File: config.mk
export PLATFORM = sky130hd
export DESIGN_NAME = prt_ctrl
export DESIGN_NICKNAME = d
export VERILOG_FILES = /design/src/hdl/prt_pkg.sv /design/src/hdl/prt_ctrl.sv
export SDC_FILE = /design/constraint.sdc
export NUM_CORES = 1
export LEC_CHECK = 0
export ABC_AREA = 1
export BUFFER_PORTS_ARGS = -buffer_cell sky130_fd_sc_hd__buf_2
export CORE_AREA = 2 2 39 41
export CTS_BUF_LIST = sky130_fd_sc_hd__clkbuf_4 sky130_fd_sc_hd__clkbuf_8 sky130_fd_sc_hd__clkbuf_16
export DETAILED_ROUTE_END_ITERATION = 12
export DIE_AREA = 0 0 41 43
export PLACE_DENSITY = 0.46
export SYNTH_ARGS = -nofsm -noshare
export SYNTH_HDL_FRONTEND = slang
export SYNTH_SLANG_ARGS = --single-unit
File: constraint.sdc
create_clock -name clk -period 2.6 [get_ports clk]
set_input_delay 0.39 -clock clk [delete_from_list [all_inputs] [get_ports clk]]
set_output_delay 0.39 -clock clk [all_outputs]
set_load 0.02 [all_outputs]
File: src/hdl/prt_pkg.sv
// Shared types and constants for the pending request table.
// Holds the request and result structs, the controller command and status
// structs, and the status and kind codes. Depends on nothing.
package prt_pkg;

  localparam int DEF_TABLE_DEPTH = 1024;
  localparam int DEF_ID_WIDTH    = 16;

  localparam int FIELD_W  = 16;
  localparam int SLOT_W   = 10;
  localparam int STATUS_W = 2;

  // The busy bits are kept in rows of this many bits.
  localparam int ROW_W  = 32;
  localparam int ROW_BW = 5;

  localparam logic [STATUS_W-1:0] ST_OK      = 2'd0;
  localparam logic [STATUS_W-1:0] ST_FULL    = 2'd1;
  localparam logic [STATUS_W-1:0] ST_NOMATCH = 2'd2;

  localparam logic KIND_INSERT = 1'b0;
  localparam logic KIND_REMOVE = 1'b1;

  typedef struct packed {
    logic               kind;
    logic [FIELD_W-1:0] requester_id;
    logic [FIELD_W-1:0] requester_port;
    logic [FIELD_W-1:0] target_id;
    logic [SLOT_W-1:0]  slot_in;
  } prt_req_t;

  typedef struct packed {
    logic [STATUS_W-1:0] status;
    logic [SLOT_W-1:0]   slot_out;
    logic [FIELD_W-1:0]  found_requester;
    logic [FIELD_W-1:0]  found_port;
  } prt_res_t;

  typedef struct packed {
    logic load;
    logic clr_step;
    logic issue;
    logic ins_done;
    logic rem_done;
  } prt_cmd_t;

  typedef struct packed {
    logic clr_last;
    logic found;
    logic scan_end;
  } prt_sts_t;

endpackage

File: src/hdl/prt_ctrl.sv
// Controller state machine of the pending request table.
// Sequences the clearing pass, the free-slot scan and the remove lookup.
// Depends on prt_pkg.
module prt_ctrl import prt_pkg::*; (
  input  logic     clk,
  input  logic     rst_n,
  input  logic     start,
  input  logic     kind,
  input  prt_sts_t sts,
  output prt_cmd_t cmd,
  output logic     busy
);

  localparam logic [2:0] S_CLEAR   = 3'd0;
  localparam logic [2:0] S_IDLE    = 3'd1;
  localparam logic [2:0] S_SCAN    = 3'd2;
  localparam logic [2:0] S_REM_RD  = 3'd3;
  localparam logic [2:0] S_REM_CHK = 3'd4;

  logic [2:0] state_r;
  logic [2:0] state_nxt;

  always_ff @(posedge clk) begin
    if (!rst_n) begin
      state_r <= S_CLEAR;
    end else begin
      state_r <= state_nxt;
    end
  end

  always_comb begin
    state_nxt = state_r;
    cmd       = '0;
    case (state_r)
      S_CLEAR: begin
        cmd.clr_step = 1'b1;
        if (sts.clr_last) begin
          state_nxt = S_IDLE;
        end
      end
      S_IDLE: begin
        if (start) begin
          cmd.load  = 1'b1;
          state_nxt = (kind == KIND_INSERT) ? S_SCAN : S_REM_RD;
        end
      end
      S_SCAN: begin
        cmd.issue = 1'b1;
        if (sts.found || sts.scan_end) begin
          cmd.ins_done = 1'b1;
          state_nxt    = S_IDLE;
        end
      end
      S_REM_RD: begin
        cmd.issue = 1'b1;
        state_nxt = S_REM_CHK;
      end
      S_REM_CHK: begin
        cmd.rem_done = 1'b1;
        state_nxt    = S_IDLE;
      end
      default: begin
        state_nxt = S_IDLE;
      end
    endcase
  end

  assign busy = (state_r != S_IDLE);

endmodule

==> results.md <==
- First-iteration detailed-routing DRC count: 3
- Worst skew pair latency: approximately 230 ps
- Final critical-path required period: 1580 ps
- Final TNS setup: 0 ps
- Grt total ovfl: 0
- Via density: approximately 3.8
- Clk pwr share: 0.494
- Peak Freq: approximately 630 MHz
- Post-CTS Setup Bufs: 0
- Seq/Total Area, Yosys: 0.294
- Leak: roughly 0.17 nW
- Int Power: roughly 0.00013 W
- Power per cell area: 587 mW/mm^2
- Max reg flops: 3
- CTS tree: yes
- Reg-to-reg startpoint: state_r[2]
- Die height: 43 um
- Seq pwr share: 0.287
- Largest regs: state_r (3)
- DP Area: 284 sq um
- H-tree levels: 1
- Final setup viols: 0
- RD Place Congestion: around 0.6
- Tightest Pin Transition: approximately 300 ps
- Sw Pwr: roughly 0.000052 W
- Crit path cell chain: inv_2 -> nor4_1 -> buf_2
- Setup crit start kind: flop
- Fillers: about 170
- CP delay by family, top: flip-flops
- Post-route clock period utilization: 0.609
- DRC violations left: 0
- Core area: approximately 0.0014 sq mm
- Hold WC Path Type: in -> reg
- Via count: roughly 240
- Reg2reg setup slack: 1640 ps
- Cts hold-fix bufs: 0
- CTS-repair resized insts: 0
- RSZ-0062 raised after global routing: false
- Commonest cells after routing, fill and taps aside: buf_2, inv_1, nor2_1, clkbuf_4
- Worst Setup EP: cmd[1]
- Worst-path fanout max: 5
- Final Hold Viols: 0
- WP depth: 3
- Nets: 54
- Largest Register: state_r
- Vias in the first global route: 210
- Mean Syn Cell Area: around 6.8 sq um
- Yosys warns: 0
- Clk buf depth: 2
- Post-Route Skew: 2.07 ps
- Syn Nets: 37
- Synthesis-stage register bit count: 3
- Worst Setup SP: state_r[1]
- Design area: 314 sq um
- Worst relative slew slack: 0.799
- Overall power: approximately 0.00018 W
- WS Path Type: reg -> out
- # Max-Cap Violations: 0
- Switching Fraction: 0.280
- Finished Core Util: 0.227
- Worst endpoint data arrival time: between 1000 and 1500 ps
- TritonCTS Buffers: 3
- WL final: ~490 um
- Post-DR wirelength/cell: slightly below 8 um
- CP bufs+invs: 2
- Largest net degree at the start of global routing: 8
- N_diodes: 0
- Global-route wire length before repair: 752 um
- Mapped Cells: 30
- Netlist cell types: 14
- Crit-path max cell delay: ~420 ps
- Worst r2r dst: state_r[0]
- IO Port Bufs: 12
- Root Driver: clkbuf_4
- First-pass iteration count of the detailed router: 2
- Total Routing Usage GR: 0.0692
- Logic pwr share: 0.219
- Hold Slack: between 400 and 500 ps
- Detailed Place HPWL: 412 um
- Die area: about 0.0018 sq mm
- CTS clock-pin slew for the worst setup and hold paths: approximately 40 ps
- Die width: just over 40 um
- Ports: 13
- Routed Antenna Nets: 0
- Status: finished, final reports clean
- Worst Path Required: between 2000 and 2500 ps
- Area Growth Syn to Fin: 54.0%
- Initial antenna violation count: 0
- Commonest non-fill, non-tap cell in the layout: buf_2
- Reg2reg path depth: 5
- Cell Area, Synth: ~200 sq um
- Initial core utilization: 0.147
- Clk sinks: 3
- VDD IR max: around 0.19 mV
- Row Count: 14
- Share of layout cells above drive strength 1: 0.522
- CP Capture Type: output port
- Slowest CP cell: dfxtp_1
- Slew Limit Fails: 0
## how the worst min path moves through the flow
stage	start	endpoint	slack, ps	depth (start not counted)
2_1_floorplan	state_r[0]	state_r[2]	510	2
3_3_place_gp	state_r[0]	state_r[2]	560	2
3_5_place_dp	state_r[0]	state_r[2]	540	2
4_1_cts	rst_n	state_r[1]	410	3
5_1_grt	rst_n	state_r[1]	420	3
6_report	rst_n	state_r[0]	420	3
## worst reg2reg max path, stage by stage, from the launching register on
cell and delay [ps]:
dfxtp_1 480, nor2_1 110, nand3_1 80, nand3_1 60, nor2_1 80, nor2_1 40
## metrics by stage
stage | worst slack [ps] | cells
after detailed placement | 1250 | 58
after global routing | 906 | 62
final | 1020 | 62
after CTS | 996 | 62
after global placement | 1240 | 58
after floorplan | 1050 | 30
## logic make-up (layout without fill, tap and decap cells)
kind of cell | Yosys count | in the layout | share of synthesized area
buffers and inverters | 7 | 23 | 0.129
and+or+nand+nor | 19 | 19 | 0.552
DFF | 3 | 3 | 0.294
AOI/OAI and AO/OA | 1 | 1 | 0.0245
## synthesized netlist by cell type
cell type | count | area share
a21oi_1 | 1 | 0.025
dfxtp_1 | 3 | 0.29
inv_1 | 4 | 0.074
inv_2 | 3 | 0.055
nand2_1 | 3 | 0.055
nand3_1 | 3 | 0.074
nand3_2 | 1 | 0.049
nand3b_2 | 1 | 0.055
nor2_1 | 4 | 0.074
nor2_2 | 1 | 0.031
nor2_4 | 1 | 0.055
nor3_1 | 2 | 0.049
nor3_2 | 1 | 0.049
nor4_1 | 2 | 0.061
## routing by layer
layer / wire length [um] / vias up / share of wire / track usage
li1: - / 129 / - / -
met1: 192 / 100 / 0.39 / 0.0609
met2: 235 / 8 / 0.48 / 0.100
met3: 59 / 0 / 0.12 / 0.0628
met4: 0 / 0 / 0 / 0.0400
met5: 0 / - / 0 / 0
## area by class of cell
type	count	area, sq um	area share
sequential	3	60.1	0.191
timing repair buffer	12	60.1	0.191
clock buffer	4	30.0	0.0956
multi-input combinational	20	118	0.375
tap	16	20.0	0.0637
inverter	7	26.3	0.0837
## power groups by stage
| stage | combinational (W) | clock [W] | sequential (W) |
|---|---|---|---|
| final | 0.0000404 | 0.0000911 | 0.0000528 |
| after global routing | 0.0000453 | 0.0000973 | 0.0000536 |
| after CTS | 0.0000409 | 0.0000952 | 0.0000528 |
| after detailed placement | 0.0000407 | 0 | 0.0000535 |
| after global placement | 0.0000414 | 0 | 0.0000538 |
| after floorplan | 0.0000275 | 0 | 0.0000528 |
Power figures use the tool's default switching activity.
